`src/dlic_pkg.sv`:
```
// Shared types and constants for the door lock interlock controller.
// No dependencies; every other file imports this package.
`default_nettype none

package dlic_pkg;

  localparam int unsigned TICK_W  = 32;
  localparam int unsigned SPEED_W = 12;
  localparam int unsigned DEB_W   = 8;
  localparam int unsigned CFG_W   = 12;
  localparam int unsigned CFG_IDX_W = 1;

  // Configuration register indexes
  localparam logic [CFG_IDX_W-1:0] CFG_DEBOUNCE_TICKS = 1'b0;
  localparam logic [CFG_IDX_W-1:0] CFG_AUTOLOCK_SPEED = 1'b1;

  localparam logic [DEB_W-1:0]   DEBOUNCE_RESET = 8'd50;
  localparam logic [SPEED_W-1:0] AUTOLOCK_RESET = 12'd320;

  typedef struct packed {
    logic               lock_button;
    logic               unlock_button;
    logic               ignition_switch;
    logic               door_switch;
    logic [TICK_W-1:0]  now_ticks;
    logic [SPEED_W-1:0] vehicle_speed;
    logic               in_park;
  } item_t;

  typedef struct packed {
    logic lock_changed;
    logic lock_state;
    logic door_is_open;
    logic ignition_on;
    logic override_active;
  } res_t;

  typedef struct packed {
    logic [DEB_W-1:0]   debounce_ticks;
    logic [SPEED_W-1:0] autolock_speed;
  } cfg_t;

endpackage

`default_nettype wire

```
`src/dlic_cfg.sv`:
```
// Configuration registers: debounce interval and auto-lock speed threshold.
// Depends on dlic_pkg.
`default_nettype none

module dlic_cfg
  import dlic_pkg::*;
(
  input  wire logic                 clk,
  input  wire logic                 rst_n,
  input  wire logic                 cfg_we,
  input  wire logic [CFG_IDX_W-1:0] cfg_addr,
  input  wire logic [CFG_W-1:0]     cfg_wdata,
  output cfg_t                      cfg
);

  logic [DEB_W-1:0]   debounce_r, debounce_nxt;
  logic [SPEED_W-1:0] autolock_r, autolock_nxt;

  always_comb begin
    debounce_nxt = debounce_r;
    autolock_nxt = autolock_r;
    if (cfg_we) begin
      case (cfg_addr)
        CFG_DEBOUNCE_TICKS: debounce_nxt = cfg_wdata[DEB_W-1:0];
        CFG_AUTOLOCK_SPEED: autolock_nxt = cfg_wdata[SPEED_W-1:0];
        default: ;
      endcase
    end
  end

  always_ff @(posedge clk) begin
    if (!rst_n) begin
      debounce_r <= DEBOUNCE_RESET;
      autolock_r <= AUTOLOCK_RESET;
    end else begin
      debounce_r <= debounce_nxt;
      autolock_r <= autolock_nxt;
    end
  end

  assign cfg.debounce_ticks = debounce_r;
  assign cfg.autolock_speed = autolock_r;

endmodule

`default_nettype wire

```
`config.mk`:
```
export PLATFORM = sky130hd
export DESIGN_NAME = dlic_cfg
export DESIGN_NICKNAME = d
export VERILOG_FILES = /design/src/dlic_pkg.sv /design/src/dlic_cfg.sv
export SDC_FILE = /design/constraint.sdc
export NUM_CORES = 1
export LEC_CHECK = 0
export BUFFER_PORTS_ARGS = -buffer_cell sky130_fd_sc_hd__buf_2
export CORE_MARGIN = 2
export CORE_UTILIZATION = 38
export CTS_CLUSTER_DIAMETER = 200
export DETAILED_ROUTE_END_ITERATION = 10
export PLACE_DENSITY = 0.66
export SLEW_MARGIN = 20
export SYNTH_ARGS = -nofsm -noshare
export SYNTH_HDL_FRONTEND = slang
export SYNTH_SLANG_ARGS = --single-unit
export TNS_END_PERCENT = 100
```
`constraint.sdc`:
```
create_clock -name clk -period 0.9 [get_ports clk]
set_input_delay 0.18 -clock clk [delete_from_list [all_inputs] [get_ports clk]]
set_output_delay 0.18 -clock clk [all_outputs]
set_load 0.01 [all_outputs]
```
==> reports/metrics.cfg, run 1 <==
[floorplanning]
core_area_um2=1940
die_x_um=49.3
start_util_pct=40.2
rows=16
die_area_um2=2430
io_pins=36
fp.dieH_um=49.3

[synthesis]
netlist_instances=85
synth_warnings=0
yosysSeqAreaShare_pct=51.3
yosys-top-cells-count=20 x dfxtp_1, 20 x nand2_1, 9 x mux2i_1, 6 x nand4_1, 6 x o21ai_1
synth_area_leaders=dfxtp_1 51%, mux2i_1 12%, nand2_1 9.6%
postSynthNetCount=101
async_reset_ff_share_pct=0
synth_edf_count=0
ys.flop_type=dfxtp_1
avgSynthCellArea_um2=9.19
mappedNetlistArea_um2=781
yosys.area.top_type=dfxtp_1
ys_ff_latch=20
yosysUniqueCellTypes=14
yosysTopAreaCellShare_pct=51.3

[placement]
portBuffers=35
hpwl_mm=1.21
dp_slack_ns=0.0248
place_congestion=0.738
placedInstanceArea_um2=996

[finish]
final_nets=141
multi_input_area_um2=318
drive_gt1_share_pct=54.0
utilization_pct=62.5
antenna_cells=0
seq_area_um2=425
fin_area_um2=1210
syn_to_final_growth_pct=55.4
num-fill-cells=182

[worst_setup_path]
reg2reg_depth=3
worstSetupStartpointType=register
reg2reg_from=autolock_r[9]$_SDFFE_PN0P_
critPathMaxFanout=2
cp_top_family=flip-flops
max_stage_delay_ns=0.35
path_cells=buf_6
critPathBufInv=1
reg2reg_setup_slack_ns=0.23
slowest_stage=dfxtp_2
worstPathArrival_ns=0.77
endpoint_kind=output pin
r2r_end=autolock_r[9]$_SDFFE_PN0P_
crit_required_ns=0.72
path_class=register to output pin

[clock_network]
cts_inserted_buffers=3
h-tree-depth=1
clockBufferDepth=2
insertion_delay_ns=0.29
ctsHoldBuffers=0
clock_sinks=20
clock-root-buffer=clkbuf_4
cts_tree=yes
path_clk_slew_ns=0.12

[power_and_ir_drop]
total_power_mw=2.02
power.density_nw_per_um2=1660
vdd_drop_max_mv=1.15
sw_frac_of_total_pct=22.3
pwr-share-seq_pct=48.4
power.leakage_nw=0.552
internal_power_mw=1.57
clock_power_share_pct=36.2
p_switching_mw=0.450
combPwrFrac_pct=15.4

[routing]
num_vias=720
post_drt_wl_per_cell_um=12.1
firstDrtPassIters=4
ant_nets=0
drtIter0Drc=9
drc_errors=0
wl_mm=1.83
viasPerCell=4.77

[global_route]
grt_max_degree=20
grt_overflow=0
track_usage_pct=15.8
antenna_found_initial=0
grt_pass1_wl_mm=2.95
grt_pass1_vias=686

[sta]
period_needed_ns=0.946
tightest_slew_ns=0.133
fin_ws_ns=-0.0458
setup_viol=20
relSlewSlack_pct=90.9
finalHoldViolations=0
final_max_slew_viol_count=0
fmaxAchievable_mhz=1060
skew_ns=0
rsz0062_at_grt=yes
fin_crit_sh_pct=105

[hold_path]
hold_depth=3
min_path_type=input port to register
worstHoldStart=cfg_wdata[8]
min_to=autolock_r[8]$_SDFFE_PN1P_

[outcome]
outcome=finished, violations left
violations=setup timing

[job]
cap_violations=0

[worst max-delay path by stage]
stage,start,end,slack (ns),depth (start not counted)
final,autolock_r[11]$_SDFFE_PN0P_,cfg[11],-0.05,1
after global routing,debounce_r[3]$_SDFFE_PN0P_,cfg[15],-0.08,1
after CTS,debounce_r[3]$_SDFFE_PN0P_,cfg[15],-0.06,1
after detailed placement,cfg_addr,debounce_r[3]$_SDFFE_PN0P_,0.02,4
after global placement,cfg_addr,debounce_r[6]$_SDFFE_PN0P_,0.06,4
after floorplan,cfg_addr,autolock_r[3]$_SDFFE_PN0P_,0.22,3
[state kept, by name, summed over array words and instances (netlist names)]
name and cells:
autolock_r 12, debounce_r 8
[metal layers]
| layer | global-route usage, % | wire length [um] | vias up |
|---|---|---|---|
| met5 | 0 | 0 | - |
| met4 | 8.57 | 43 | 0 |
| met3 | 3.99 | 116 | 4 |
| met2 | 24.3 | 814 | 28 |
| met1 | 20.2 | 851 | 325 |
| li1 | - | - | 363 |
[area by class of cell]
| cell class | count | area share [%] |
|---|---|---|
| Tap cell | 27 | 2.78 |
| Clock inverter | 1 | 2.47 |
| Sequential cell | 20 | 35.1 |
| Inverter | 5 | 1.55 |
| Clock buffer | 3 | 1.86 |
| Multi-Input combinational cell | 53 | 26.2 |
| Timing Repair Buffer | 42 | 30.1 |
[power groups by stage]
stage | sequential, mW | combinational, mW | clock [mW]
6_report | 0.976 | 0.311 | 0.730
5_1_grt | 0.981 | 0.337 | 0.783
4_1_cts | 0.976 | 0.309 | 0.748
3_5_place_dp | 0.974 | 0.252 | 0
3_3_place_gp | 0.975 | 0.246 | 0
2_1_floorplan | 0.999 | 0.113 | 0
[timing repair]
item / in CTS / in global routing
gates resized for setup: 40 / 0
setup endpoints to repair: 20 / 20
buffers inserted: 1 / 1
endpoints found under the hold margin: 0 / 0
pin swaps: 0 / 0
[layout by cell type (no fill, tap or decap)]
cell / netlist / layout
nand2_1: 20 / 20
buf_6: 1 / 20
buf_12: 0 / 1
o211ai_1: 5 / 5
bufinv_16: 0 / 1
nor2b_1: 1 / 1
buf_4: 1 / 6
o21ai_1: 6 / 6
clkbuf_4: 0 / 3
and2_4: 1 / 1
mux2i_1: 9 / 9
inv_1: 5 / 5
nand3_1: 2 / 2
nand3b_1: 3 / 3
nand4_1: 6 / 6
buf_2: 5 / 15
dfxtp_2: 0 / 20
[kinds of logic after synthesis]
group	count (synthesis)	share of synthesized area, %
AO/OA/AOI/OAI	11	8.65
buffers and inverters	12	8.01
flip-flops	20	51.3
multiplexers	9	11.5
AND/OR/NAND/NOR	33	20.5
[stage by stage]
step                      instances  hold WS [ns]  TNS [ns]
final                           151         0.110    -0.696
after global routing            151         0.109     -1.36
after CTS                       150         0.102    -0.916
after detailed placement        145         0.432         0
after global placement          145         0.426         0
after floorplan                  85         0.320         0
Power figures use the tool's default switching activity.
==> run 2: changes to the inputs <==
--- a/config.mk
+++ b/config.mk
@@ -5,12 +5,13 @@
 export SDC_FILE = /design/constraint.sdc
 export NUM_CORES = 1
 export LEC_CHECK = 0
+export ABC_AREA = 1
 export BUFFER_PORTS_ARGS = -buffer_cell sky130_fd_sc_hd__buf_2
 export CORE_MARGIN = 2
 export CORE_UTILIZATION = 38
 export CTS_CLUSTER_DIAMETER = 200
 export DETAILED_ROUTE_END_ITERATION = 10
-export PLACE_DENSITY = 0.66
+export PLACE_DENSITY = 0.67
 export SLEW_MARGIN = 20
 export SYNTH_ARGS = -nofsm -noshare
 export SYNTH_HDL_FRONTEND = slang
==> reports/metrics.cfg, run 2 <==
[sta]
final_max_slew_viol_count=0
period_needed_ns=0.938
finalHoldViolations=0
rsz0062_at_grt=yes
fin_ws_ns=-0.0382
tightest_slew_ns=0.293
relSlewSlack_pct=80.5
fin_crit_sh_pct=104
fmaxAchievable_mhz=1070
skew_ns=0
setup_viol=20
tns_ns=-0.498

[global_route]
track_usage_pct=16.1
grt_max_degree=21
antenna_found_initial=0
grt_pass1_wl_mm=3.01
grt_pass1_vias=723
grt_overflow=0

[worst_setup_path]
cp_top_family=flip-flops
path_cells=buf_6
endpoint_kind=output pin
reg2reg_depth=3
slowest_stage=dfxtp_2
path_class=register to output pin
worstPathArrival_ns=0.76
reg2reg_setup_slack_ns=0.19
critPathBufInv=1
worstSetupStartpointType=register
reg2reg_from=autolock_r[8]$_SDFFE_PN1P_
r2r_end=autolock_r[8]$_SDFFE_PN1P_
max_stage_delay_ns=0.35
crit_required_ns=0.72
critPathMaxFanout=2

[synthesis]
yosysTopAreaCellShare_pct=52.5
async_reset_ff_share_pct=0
netlist_instances=101
synth_edf_count=0
synth_warnings=0
mappedNetlistArea_um2=762
yosysSeqAreaShare_pct=52.5
synth_compound_area_share_pct=6.57
synth.most_common_cell=nor2_1
muxShareOfSynthArea_pct=0
yosys-top-cells-count=30 x nor2_1, 20 x dfxtp_1, 13 x nand2_1, 13 x nand3_1, 10 x o21ai_0
synth_top_family_by_area=simple AND/OR/NAND/NOR gates
synthXorXnorAreaFrac_pct=0
ys_ff_latch=20
yosysUniqueCellTypes=12
avgSynthCellArea_um2=7.54
synth_area_leaders=dfxtp_1 53%, nor2_1 15%, nand3_1 8.5%
ys.flop_type=dfxtp_1
yosys.area.top_type=dfxtp_1
synthSimpleGateAreaFrac_pct=32.0
postSynthNetCount=117
synthAdderAreaFrac_pct=0

[finish]
num-fill-cells=196
drive_gt1_share_pct=48.9
largest_reg_flops=12
seq_area_um2=425
fin_area_um2=1160
syn_to_final_growth_pct=52.9
top_register=autolock_r
final_nets=158
multi_input_area_um2=294
antenna_cells=0
reg_top3=autolock_r: 12 flops, debounce_r: 8 flops
final_cell_mix=30 x nor2_1, 20 x dfxtp_2, 20 x buf_6, 15 x buf_2
layout_commonest_cell=nor2_1

[clock_network]
path_clk_slew_ns=0.11
h-tree-depth=1
ctsHoldBuffers=0
cts_inserted_buffers=3
clock_sinks=20
insertion_delay_ns=0.29
clock-root-buffer=clkbuf_4
cts_tree=yes
clockBufferDepth=2

[power_and_ir_drop]
power.density_nw_per_um2=1600
vdd_drop_max_mv=0.861
power.leakage_nw=0.573
total_power_mw=1.86

[placement]
place_congestion=0.724
hpwl_mm=1.28
placedInstanceArea_um2=941
portBuffers=35

[routing]
firstDrtPassIters=4
ant_nets=0
drc_errors=0
post_drt_wl_per_cell_um=10.5
wl_mm=1.77
drtIter0Drc=5
num_vias=728
viasPerCell=4.33

[floorplanning]
fp.dieH_um=48.8
die_area_um2=2380
start_util_pct=39.6
rows=16
die_x_um=48.8
io_pins=36
core_area_um2=1920

[outcome]
outcome=finished, violations left
violations=setup timing

[hold_path]
worstHoldStart=cfg_wdata[8]
min_to=autolock_r[8]$_SDFFE_PN1P_
hold_depth=3
min_path_type=input port to register

[job]
cap_violations=0

[run 2: cell types whose count changed after synthesis, moves of 5 or more]
cell	change
buf_2	-5
mux2i_1	-9
nand2_1	-7
nand3_1	+11
nand4_1	-6
nor2_1	+30
o211ai_1	-5
o21ai_0	+10
o21ai_1	-6
[run 2: area by class of cell]
type	count	share of cell area, %
clock buffer	4	3.11
timing repair buffer	41	29.6
sequential	20	36.5
tap	27	2.90
multi-input combinational	68	25.2
inverter	8	2.58
[run 2: cell families after synthesis]
group	Yosys count
compound gates	10
flops	20
buf+inv	13
simple gates	58
[run 2: metrics by stage]
step	worst slack, ns	instances	hold WS [ns]	utilization [%]
after floorplan	0.223	101	0.293	-
after global placement	0.00489	159	0.387	49.0
after detailed placement	-0.0247	159	0.401	49.0
after CTS	-0.0484	166	0.0798	59.8
after global routing	-0.0658	168	0.0735	60.6
final	-0.0382	168	0.0833	60.6
[run 2: power breakdown]
group | leakage, nW | switching, mW | internal (mW) | total, mW
Combinational | 0.383 | 0.162 | 0.194 | 0.356
Clock | 0.0210 | 0.262 | 0.246 | 0.508
Sequential | 0.169 | 0.0428 | 0.957 | 0.999
Total | 0.573 | 0.467 | 1.40 | 1.86
[run 2: repair_timing]
action | CTS | global route
setup buffers | 3 | 2
pin swaps | 0 | 0
setup endpoints to repair | 20 | 20
gates resized for setup | 40 | 0
[run 2: layer usage]
layer | GRT usage [%] | up-vias | wire length (um)
li1 | - | 394 | -
met1 | 18.7 | 315 | 766
met2 | 29.0 | 19 | 909
met3 | 3.68 | 0 | 92
met4 | 5.71 | 0 | 0
met5 | 0 | - | 0
[run 2: how the worst max path moves through the flow]
stage / depth (start not counted) / to / slack, ns / startpoint
final: 1 / cfg[0] / -0.04 / autolock_r[0]$_SDFFE_PN0P_
after global routing: 1 / cfg[10] / -0.07 / autolock_r[10]$_SDFFE_PN0P_
after CTS: 1 / cfg[0] / -0.05 / autolock_r[0]$_SDFFE_PN0P_
after detailed placement: 5 / autolock_r[8]$_SDFFE_PN1P_ / -0.02 / cfg_addr
after global placement: 5 / autolock_r[4]$_SDFFE_PN0P_ / 0.005 / cfg_addr
after floorplan: 5 / debounce_r[0]$_SDFFE_PN0P_ / 0.22 / cfg_we
