**src/dlic_pkg.sv**
```systemverilog
// Shared types and constants for the door lock interlock controller.
// No dependencies; every other file imports this package.
`default_nettype none

package dlic_pkg;

  localparam int unsigned TICK_W  = 32;
  localparam int unsigned SPEED_W = 12;
  localparam int unsigned DEB_W   = 8;
  localparam int unsigned CFG_W   = 12;
  localparam int unsigned CFG_IDX_W = 1;

  // Configuration register indexes
  localparam logic [CFG_IDX_W-1:0] CFG_DEBOUNCE_TICKS = 1'b0;
  localparam logic [CFG_IDX_W-1:0] CFG_AUTOLOCK_SPEED = 1'b1;

  localparam logic [DEB_W-1:0]   DEBOUNCE_RESET = 8'd50;
  localparam logic [SPEED_W-1:0] AUTOLOCK_RESET = 12'd320;

  typedef struct packed {
    logic               lock_button;
    logic               unlock_button;
    logic               ignition_switch;
    logic               door_switch;
    logic [TICK_W-1:0]  now_ticks;
    logic [SPEED_W-1:0] vehicle_speed;
    logic               in_park;
  } item_t;

  typedef struct packed {
    logic lock_changed;
    logic lock_state;
    logic door_is_open;
    logic ignition_on;
    logic override_active;
  } res_t;

  typedef struct packed {
    logic [DEB_W-1:0]   debounce_ticks;
    logic [SPEED_W-1:0] autolock_speed;
  } cfg_t;

endpackage

`default_nettype wire

```
**src/dlic_rules.sv**
```systemverilog
// Interlock state and the prioritised rule logic for one sample.
// Depends on dlic_pkg. State advances only when step is high.
`default_nettype none

module dlic_rules
  import dlic_pkg::*;
(
  input  wire logic  clk,
  input  wire logic  rst_n,
  input  wire logic  step,
  input  wire item_t item,
  input  wire cfg_t  cfg,
  output res_t       res
);

  logic              locked_r, locked_nxt;
  logic              open_r, open_nxt;
  logic              override_r, override_nxt;
  logic              ignition_r, ignition_nxt;
  logic              prev_lock_r, prev_unlock_r, prev_door_r;
  logic [TICK_W-1:0] last_evt_r, last_evt_nxt;

  logic [TICK_W-1:0] elapsed;
  logic              deb_ok_pre, deb_ok, door_evt, moving, done, changed;

  always_comb begin
    elapsed    = item.now_ticks - last_evt_r;
    deb_ok_pre = (elapsed[TICK_W-1:DEB_W] != '0) ||
                 (elapsed[DEB_W-1:0] > cfg.debounce_ticks);
    door_evt   = (item.door_switch != prev_door_r) && deb_ok_pre;
    // a door event restamps the event time, so no button edge counts after it
    deb_ok     = deb_ok_pre && !door_evt;
    moving     = item.vehicle_speed != '0;

    open_nxt     = door_evt ? ~item.door_switch : open_r;
    last_evt_nxt = door_evt ? item.now_ticks : last_evt_r;
    locked_nxt   = locked_r;
    override_nxt = override_r;
    ignition_nxt = ignition_r;
    done         = 1'b0;
    changed      = 1'b0;

    if (item.ignition_switch != ignition_r) begin
      if (!item.ignition_switch && moving) begin
        done = 1'b1;   // switch-off refused while moving
      end else begin
        ignition_nxt = item.ignition_switch & item.in_park;
        if (!ignition_nxt && locked_r) begin
          locked_nxt   = 1'b0;
          override_nxt = 1'b0;
          changed      = 1'b1;
          done         = 1'b1;
        end
      end
    end

    if (!done) begin
      if (!item.lock_button && prev_lock_r && deb_ok && !locked_r) begin
        locked_nxt   = 1'b1;
        override_nxt = 1'b1;
        last_evt_nxt = item.now_ticks;
        changed      = 1'b1;
      end else if (!item.unlock_button && prev_unlock_r && deb_ok && locked_r) begin
        locked_nxt   = 1'b0;
        override_nxt = moving;
        last_evt_nxt = item.now_ticks;
        changed      = 1'b1;
      end else if (!override_r && ignition_nxt &&
                   (item.vehicle_speed > cfg.autolock_speed) && !locked_r) begin
        locked_nxt = 1'b1;
        changed    = 1'b1;
      end
    end

    res.lock_changed    = changed;
    res.lock_state      = locked_nxt;
    res.door_is_open    = open_nxt;
    res.ignition_on     = ignition_nxt;
    res.override_active = override_nxt;
  end

  always_ff @(posedge clk) begin
    if (!rst_n) begin
      locked_r      <= 1'b0;
      open_r        <= 1'b0;
      override_r    <= 1'b0;
      ignition_r    <= 1'b1;
      prev_lock_r   <= 1'b1;
      prev_unlock_r <= 1'b1;
      prev_door_r   <= 1'b1;
      last_evt_r    <= '0;
    end else if (step) begin
      locked_r      <= locked_nxt;
      open_r        <= open_nxt;
      override_r    <= override_nxt;
      ignition_r    <= ignition_nxt;
      prev_lock_r   <= item.lock_button;
      prev_unlock_r <= item.unlock_button;
      prev_door_r   <= item.door_switch;
      last_evt_r    <= last_evt_nxt;
    end
  end

  // the lock state toggles exactly when a change is reported
  a_changed_toggles: assert property (@(posedge clk) disable iff (!rst_n)
    step |=> ((locked_r != $past(locked_r)) == $past(changed)))
    else $error("lock_changed disagrees with lock state");

  a_hold_when_idle: assert property (@(posedge clk) disable iff (!rst_n)
    !step |=> ($stable(locked_r) && $stable(override_r) && $stable(ignition_r)
               && $stable(last_evt_r)))
    else $error("state moved without a transfer");

  a_no_off_moving: assert property (@(posedge clk) disable iff (!rst_n)
    (step && !item.ignition_switch && moving) |=> (ignition_r == $past(ignition_r)))
    else $error("ignition changed while moving");

  a_override_source: assert property (@(posedge clk) disable iff (!rst_n)
    (step && !changed) |=> !(override_r && !$past(override_r)))
    else $error("override set without a button edge");

endmodule

`default_nettype wire

```
**config.mk**
```make
export PLATFORM = sky130hd
export DESIGN_NAME = dlic_rules
export DESIGN_NICKNAME = d
export VERILOG_FILES = /design/src/dlic_pkg.sv /design/src/dlic_rules.sv
export SDC_FILE = /design/constraint.sdc
export NUM_CORES = 1
export LEC_CHECK = 0
export BUFFER_PORTS_ARGS = -buffer_cell sky130_fd_sc_hd__buf_2
export CAP_MARGIN = 10
export CORE_MARGIN = 3
export CORE_UTILIZATION = 63
export CTS_CLUSTER_SIZE = 10
export DETAILED_ROUTE_END_ITERATION = 7
export PLACE_DENSITY_LB_ADDON = 0.12
export SETUP_SLACK_MARGIN = 0.2
export SLEW_MARGIN = 20
export SYNTH_ARGS = -nofsm -noshare
export SYNTH_HDL_FRONTEND = slang
export SYNTH_SLANG_ARGS = --single-unit
```
**constraint.sdc**
```tcl
create_clock -name clk -period 10.6 [get_ports clk]
set_clock_uncertainty 0.1 [all_clocks]
set_input_delay 0.53 -clock clk [delete_from_list [all_inputs] [get_ports clk]]
set_output_delay 0.53 -clock clk [all_outputs]
set_load 0.1 [all_outputs]
```
==> impl_results.md, run 1 <==
* Status: completed
* Post-route cell area at 0.00506 mm2
* Post-route ant nets at 0
* H-tree depth at 2
* Unique masters post-synth at 73
* Cell Area, Synth at 0.00463 mm2
* RSZ-0062 raised after global routing: no
* Max Cap Violations at 0
* Relative slew slack at 26.1%
* Die height at 91.7 um
* Vias per cell at 6.18
* Power per Cell Area at 112 mW/mm2
* Layout overhead on the synthesized area at 9.30%
* Setup CP Type: reg -> out
* Static Leak at 2.13 nW
* Hpwl dp at 9580 um
* Nets at 824
* Hold Crit Class: in -> reg
* Post-synth top area cell: dfxtp_1
* DRT Pass-1 Iters at 6
* Vias at 4928
* Remaining DRCs at 0
* Setup TNS after final layout at 0 ns
* Wirelength, routed at 12500 um
* Fin util at 72.8%
* # Post-CTS Setup Buffers at 0
* Clock sinks at 39
* Max stage delay on crit path at 0.46 ns
* #FFs+latches synth at 39
* Port Buffers at 76
* Share of post-route cells with drive strength above 1 at 16.7%
* Clk root buf: clkbuf_8
* Sequential-to-total area share from yosys stat at 16.9%
* Peak VDD IR at 0.0933 mV
* Area of the core at 0.00694 mm2
* Number of global-route vias before repair at 4487
* Die Footprint at 0.00841 mm2
* Min Clock Period, post-route at 5.57 ns
* Number of synthesized flops with an enable pin at 0
* Die W at 91.7 um
* Antenna diodes at 0
* Global-route wire length before repair at 20500 um
* DR WL/cell at 15.7 um
* Async SR Flop Fraction at 0%
* Cells after synthesis at 650
* Worst EP required at 9.97 ns
* Endpoint class of the critical path: output port
* PostCTS Resize Cnt at 0
* Tot GR Track Use at 29.0%
* Top post-synthesis cells by area: dfxtp_1 17%, ha_1 14%, a21oi_1 8.8%
* CTS tree: yes
* DP Area at 0.00494 mm2
* Final slew viol count at 0
* Hold Buf Count CTS at 0
* CP startpoint kind: flop
* Largest net degree at the start of global routing at 36
* Post-Syn Area per Cell at 7.12 um2
* Critical Path, Cell by Cell: inv_1 -> ha_1 -> o211ai_2 -> a21oi_2 -> nor2_1 -> o21ai_0 -> xor2_1 -> ha_1 -> nand4_1 -> nor3_1 -> nor2_1 -> a221oi_1 -> o2111ai_1 -> a2111o_1 -> a2111o_1 -> nor3_4 -> o21ai_0 -> a21bo_2 -> buf_2
* Top cell type's share of synthesized area at 16.9%
* Worst-Margin Slew at 1.10 ns
* Initial core utilization at 66.6%
* GRT overflow at 0
* Total CTS buffers at 5
* Initial antenna violation count at 0
* CTS max path bufs at 2
* Hold Vio Cnt, Final at 0
* FMAX at 0.180 GHz
* Clk_lat worst skew at 0.30 ns
* Hold slack at 0.347 ns
* Setup Viol. Count Final at 0
* I/O pins at 77
* Iteration-0 DRC Markers at 371
* Syn_nets at 774
* Clk slew on worst S/H paths at 0.08 ns
* Largest fanout on the critical path at 8
* Tcrit/Tclk final at 52.5%
* Main synth FF type: dfxtp_1
* CP max stage cell: a2111o_1
* Site Rows at 30
* CP arrival at 4.94 ns
* Syn. warnings at 0
* RD Place Congestion at 1.03
## sequential cells by signal, summed over array words and instances (netlist names)
| signal | cells |
|---|---|
| prev_lock_r | 1 |
| prev_door_r | 1 |
| ignition_r | 1 |
| prev_unlock_r | 1 |
| override_r | 1 |
| locked_r | 1 |
| last_evt_r | 32 |
| open_r | 1 |
## synthesized netlist by cell type, drive strengths merged, types with 3 or more instances
master   instances
and3             5
and2             3
clkbuf          15
or3              3
nor2b            7
o22ai            3
nor4             6
nor3            15
a21o            11
o21ai           65
nand2b           6
o211ai           9
nand4           12
a211oi          12
nand2           48
or2              3
o221ai           3
a21oi           90
xnor2           10
o21a             5
nor2            32
dfxtp           39
mux2i            6
or4              3
a2111oi          4
buf             22
ha              51
xor2             8
nand3           46
a2bb2oi          4
inv             68
## report_power, final
part	internal (mW)	total [mW]	switching (mW)
Combinational	0.101	0.273	0.173
Sequential	0.156	0.162	0.00556
Clock	0.0763	0.134	0.0575
## routing by layer
layer  wire length, um  track usage (%)  up-vias
li1                  -                -     2453
met1              5560             37.8     2256
met2              5900             50.6      201
met3               890             3.77       18
met4               177             6.93        0
met5                 0                0        -
## stage by stage
step,setup WS (ns),power [mW],cells
6_report,5.03,0.569,797
5_1_grt,4.64,0.603,797
4_1_cts,5.01,0.564,797
3_5_place_dp,5.03,0.431,789
3_3_place_gp,5.18,0.425,789
2_1_floorplan,5.62,0.373,650
## cell usage in the layout (no fill, tap or decap), drive strengths merged, types with 7 or more instances in the layout
cell / netlist / final
a21oi: 90 / 90
buf: 22 / 80
inv: 68 / 68
o21ai: 65 / 65
ha: 51 / 51
nand2: 48 / 48
nand3: 46 / 46
dfxtp: 39 / 39
nor2: 32 / 32
nor3: 15 / 15
nand4: 12 / 12
a211oi: 12 / 12
a21o: 11 / 11
xnor2: 10 / 10
o211ai: 9 / 9
xor2: 8 / 8
nor2b: 7 / 7
## cell type report
cell class                 instances  area (um2)
clock buffer                       6        82.6
sequential                        39         781
inverter                          69         259
tap                               96         120
fill                             601        1890
multi-input combinational        505        3370
clock inverter                     2        35.0
timing repair buffer              80         410
## path summary, 6_finish.rpt
path                                     start             end  slack (ns)  cells past startpoint
worst max register to register   last_evt_r[4]  last_evt_r[26]        5.47                     19
worst min-delay path                     rst_n     prev_door_r        0.35                      2
worst min register to register  last_evt_r[25]  last_evt_r[25]        0.38                      2
worst max-delay path             last_evt_r[4]          res[2]        5.03                     19
## worst max-delay path, delay by kind of cell, from the launching register on
family	cells	cell delay, ns
AO/OA/AOI/OAI	9	2.09
XOR/XNOR	1	0.10
adder cells (fa/ha/maj)	2	0.71
buffers and inverters	2	0.46
flip-flops	1	0.34
AND/OR/NAND/NOR	5	0.93
## cell families (layout without fill, tap and decap cells)
group           count (synthesis)  after routing  synth area share (%)
compound gates                234            234                  32.5
simple gates                  194            194                  21.1
buf+inv                       106            157                  10.4
fa+ha+maj                      52             52                  14.2
flops                          39             39                  16.9
xor+xnor                       18             18                  3.41
mux                             7              7                  1.54
No activity file was read; power rests on OpenSTA's default activity.
==> run 2: changes to the inputs <==
- CORE_UTILIZATION: 63 -> 53
- clock period: 10.6 -> 5.07 ns (I/O delays scaled with it)
==> run 2 against run 1 <==
Cell count is 2.4% higher; worst hold slack worse by 0.28 ns; final area is 5.5% higher; global-route usage is 3.0 points lower; critical path depth stayed put; wire length is 3.9% higher; largest power group unchanged; first-iteration DRC count is 22% lower; via count is 1.8% higher; core utilization is 8.9 points lower; die area is 18% higher.
==> impl_results.md, run 2 (same netlist as run 1, synthesis figures left out) <==
* Initial core utilization at 55.5% (was 66.6%)
* Reg-to-reg endpoint: last_evt_r[1] (was last_evt_r[26])
* Critical Path, Cell by Cell: ha_4 -> fa_2 -> nand2b_4 -> a21oi_2 -> nor2b_1 -> xnor2_1 -> ha_1 -> nand4_1 -> nor3_2 -> nor2_1 -> a221oi_2 -> o2111ai_2 -> a2111o_1 -> a2111o_1 -> nor3_4 -> buf_6 -> o21bai_1 -> a21bo_2 -> buf_12 (was inv_1 -> ha_1 -> o211ai_2 -> a21oi_2 -> nor2_1 -> o21ai_0 -> xor2_1 -> ha_1 -> nand4_1 -> nor3_1 -> nor2_1 -> a221oi_1 -> o2111ai_1 -> a2111o_1 -> a2111o_1 -> nor3_4 -> o21ai_0 -> a21bo_2 -> buf_2)
* Largest Register: last_evt_r (unchanged)
* Placed Cells at 798 (was 789)
* Min Clock Period, post-route at 4.75 ns
* Remaining DRCs at 0 (unchanged)
* Reg2reg setup slack at 0.69 ns (was 5.47 ns)
* Place WS at 0.167 ns (was 5.03 ns)
* RD Place Congestion at 0.950 (was 1.03)
* Delay-heaviest family, CP: compound AO/OA/AOI/OAI gates (unchanged)
* Worst R2R Path Depth at 19 (unchanged)
* Hold Crit Class: in -> reg (unchanged)
* Power per Cell Area at 231 mW/mm2 (was 112 mW/mm2)
* Worst-Margin Slew at 1.05 ns (was 1.10 ns)
* Max Cap Violations at 0 (unchanged)
* Die W at 99.4 um (was 91.7 um)
* RSZ-0062 raised after global routing: yes (was no)
* Die height at 99.4 um (was 91.7 um)
* Global-route wire length before repair at 21700 um (was 20500 um)
* Max Used Layer: met4 (unchanged)
* Met1 Routed Length at 5830 um (was 5560 um)
* Largest fanout on the critical path at 4 (was 8)
* CP arrival at 4.40 ns (was 4.94 ns)
* Met2 Routed Length at 6210 um (was 5900 um)
* CP max stage cell: a2111o_1 (unchanged)
* Peak VDD IR at 0.150 mV (was 0.0933 mV)
* Setup ws final at 0.318 ns (was 5.03 ns)
* FMAX at 0.210 GHz
* Relative slew slack at 29.3% (was 26.1%)
* Bufs and invs on worst path at 2 (unchanged)
* Clock sinks at 39 (unchanged)
* Initial antenna violation count at 0 (unchanged)
* Seq pwr share at 27.4% (was 28.4%)
* Vias at 5019 (was 4928)
* Vias per cell at 6.15 (was 6.18)
* Iteration-0 DRC Markers at 288 (was 371)
* DRT Pass-1 Iters at 5 (was 6)
* Hpwl dp at 9740 um (was 9580 um)
* CTS tree: yes (unchanged)
* Wirelength, routed at 13000 um (was 12500 um)
* Static Leak at 2.21 nW (was 2.13 nW)
* GRT overflow at 0 (unchanged)
* Max stage delay on crit path at 0.44 ns (was 0.46 ns)
* Worst EP required at 4.72 ns (was 9.97 ns)
* CP startpoint kind: flop (unchanged)
* Comb pwr share at 49.6% (was 48.1%)
* Port Buffers at 76 (unchanged)
* Worst hold endpoint: ignition_r (was prev_door_r)
* Number of global-route vias before repair at 4708 (was 4487)
* Share of post-route cells with drive strength above 1 at 20.7% (was 16.7%)
* Clk root buf: clkbuf_8 (unchanged)
* Status: completed (unchanged)
* Site Rows at 33 (was 30)
* Final slew viol count at 0 (unchanged)
* Post-route ant nets at 0 (unchanged)
* Worst r2r src: last_evt_r[0] (was last_evt_r[4])
* Nets at 834 (was 824)
* Setup CP Type: reg -> out (unchanged)
* Clk slew on worst S/H paths at 0.09 ns (was 0.08 ns)
* Largest register FFs at 32 (unchanged)
* I/O pins at 77 (unchanged)
* DR WL/cell at 16.0 um (was 15.7 um)
* Layout overhead on the synthesized area at 15.3% (was 9.30%)
* Crit path top cell by count: a2111o_1
* Most frequent cells in the layout: 81 x a21oi_1, 72 x buf_2, 68 x inv_1 (was 81 x a21oi_1, 76 x buf_2, 68 x inv_1)
* Min-delay src: rst_n (unchanged)
* Die Footprint at 0.00989 mm2 (was 0.00841 mm2)
* H-tree depth at 2 (unchanged)
* Met3 routed WL at 847 um (was 890 um)
* Worst hold stages at 2 (unchanged)
* Setup TNS after final layout at 0 ns (unchanged)
* Total CTS buffers at 5 (unchanged)
* Endpoint class of the critical path: output port (unchanged)
* Hold Buf Count CTS at 0 (unchanged)
* Most common cell after layout, fill and taps aside: a21oi_1 (unchanged)
* Sw frac at 41.3% (was 41.5%)
* Tot GR Track Use at 26.0% (was 29.0%)
* Setup Viol. Count Final at 0 (unchanged)
* Area of the core at 0.00834 mm2 (was 0.00694 mm2)
* Antenna diodes at 0 (unchanged)
* Hold Vio Cnt, Final at 0 (unchanged)
* Clock group share of total power at 23.0% (was 23.5%)
* Layout Cells excl Fill at 816 (was 797)
* Clk_lat worst skew at 0.30 ns (about the same)
* Tcrit/Tclk final at 93.7%
* Largest net degree at the start of global routing at 36 (unchanged)
* Internal at 0.724 mW (was 0.333 mW)
* Sw Pwr at 0.510 mW (was 0.236 mW)
* CTS max path bufs at 2 (unchanged)
run 2: changes by cell type in the layout (fill, tap and decap cells not counted), sizes merged:
cell / previous run / this run
buf: 80 / 90
run 2: worst max-delay path by stage:
stage	from	endpoint	cells after the start
floorplan	last_evt_r[4]	res[3]	19
global placement	item[13]	res[3]	20
detailed placement	item[13]	res[3]	20
CTS	last_evt_r[2]	res[3]	19
global route	last_evt_r[0]	res[2]	19
finish	last_evt_r[0]	res[2]	19
run 2: layout make-up:
cell class                      count  area, um2
Fill cell                         770       3000
Tap cell                          105        131
Multi-Input combinational cell    505       3490
Clock buffer                        6       82.6
Clock inverter                      2       35.0
Inverter                           69        259
Timing Repair Buffer               90        557
Sequential cell                    39        786
run 2: layer usage:
layer,GRT usage (%),vias to the layer above
li1,-,2473
met1,35.3,2357
met2,43.7,176
met3,3.93,13
met4,5.57,0
met5,0,-
run 2: power by group through the flow:
stage	Sequential (mW)	Clock [mW]	Combinational, mW
6_report	0.339	0.283	0.612
2_1_floorplan	0.341	0	0.439
3_3_place_gp	0.344	0	0.560
4_1_cts	0.338	0.293	0.581
3_5_place_dp	0.345	0	0.572
5_1_grt	0.341	0.300	0.676
run 2: metrics by stage:
stage          util, %  hold slack, ns  total power [mW]  instance area [um2]
2_1_floorplan        -           0.215             0.780                 4630
3_3_place_gp      60.1           0.354             0.904                 5010
3_5_place_dp      60.1           0.366             0.917                 5010
4_1_cts           62.1          0.0674              1.21                 5180
5_1_grt           64.0          0.0864              1.32                 5340
6_report          64.0          0.0711              1.23                 5340
run 2: timing repair:
item                       4_1_cts  5_1_grt
setup endpoints to repair        4        4
pin swaps                        5       17
resized for setup                4       28
buffers inserted                 5        5
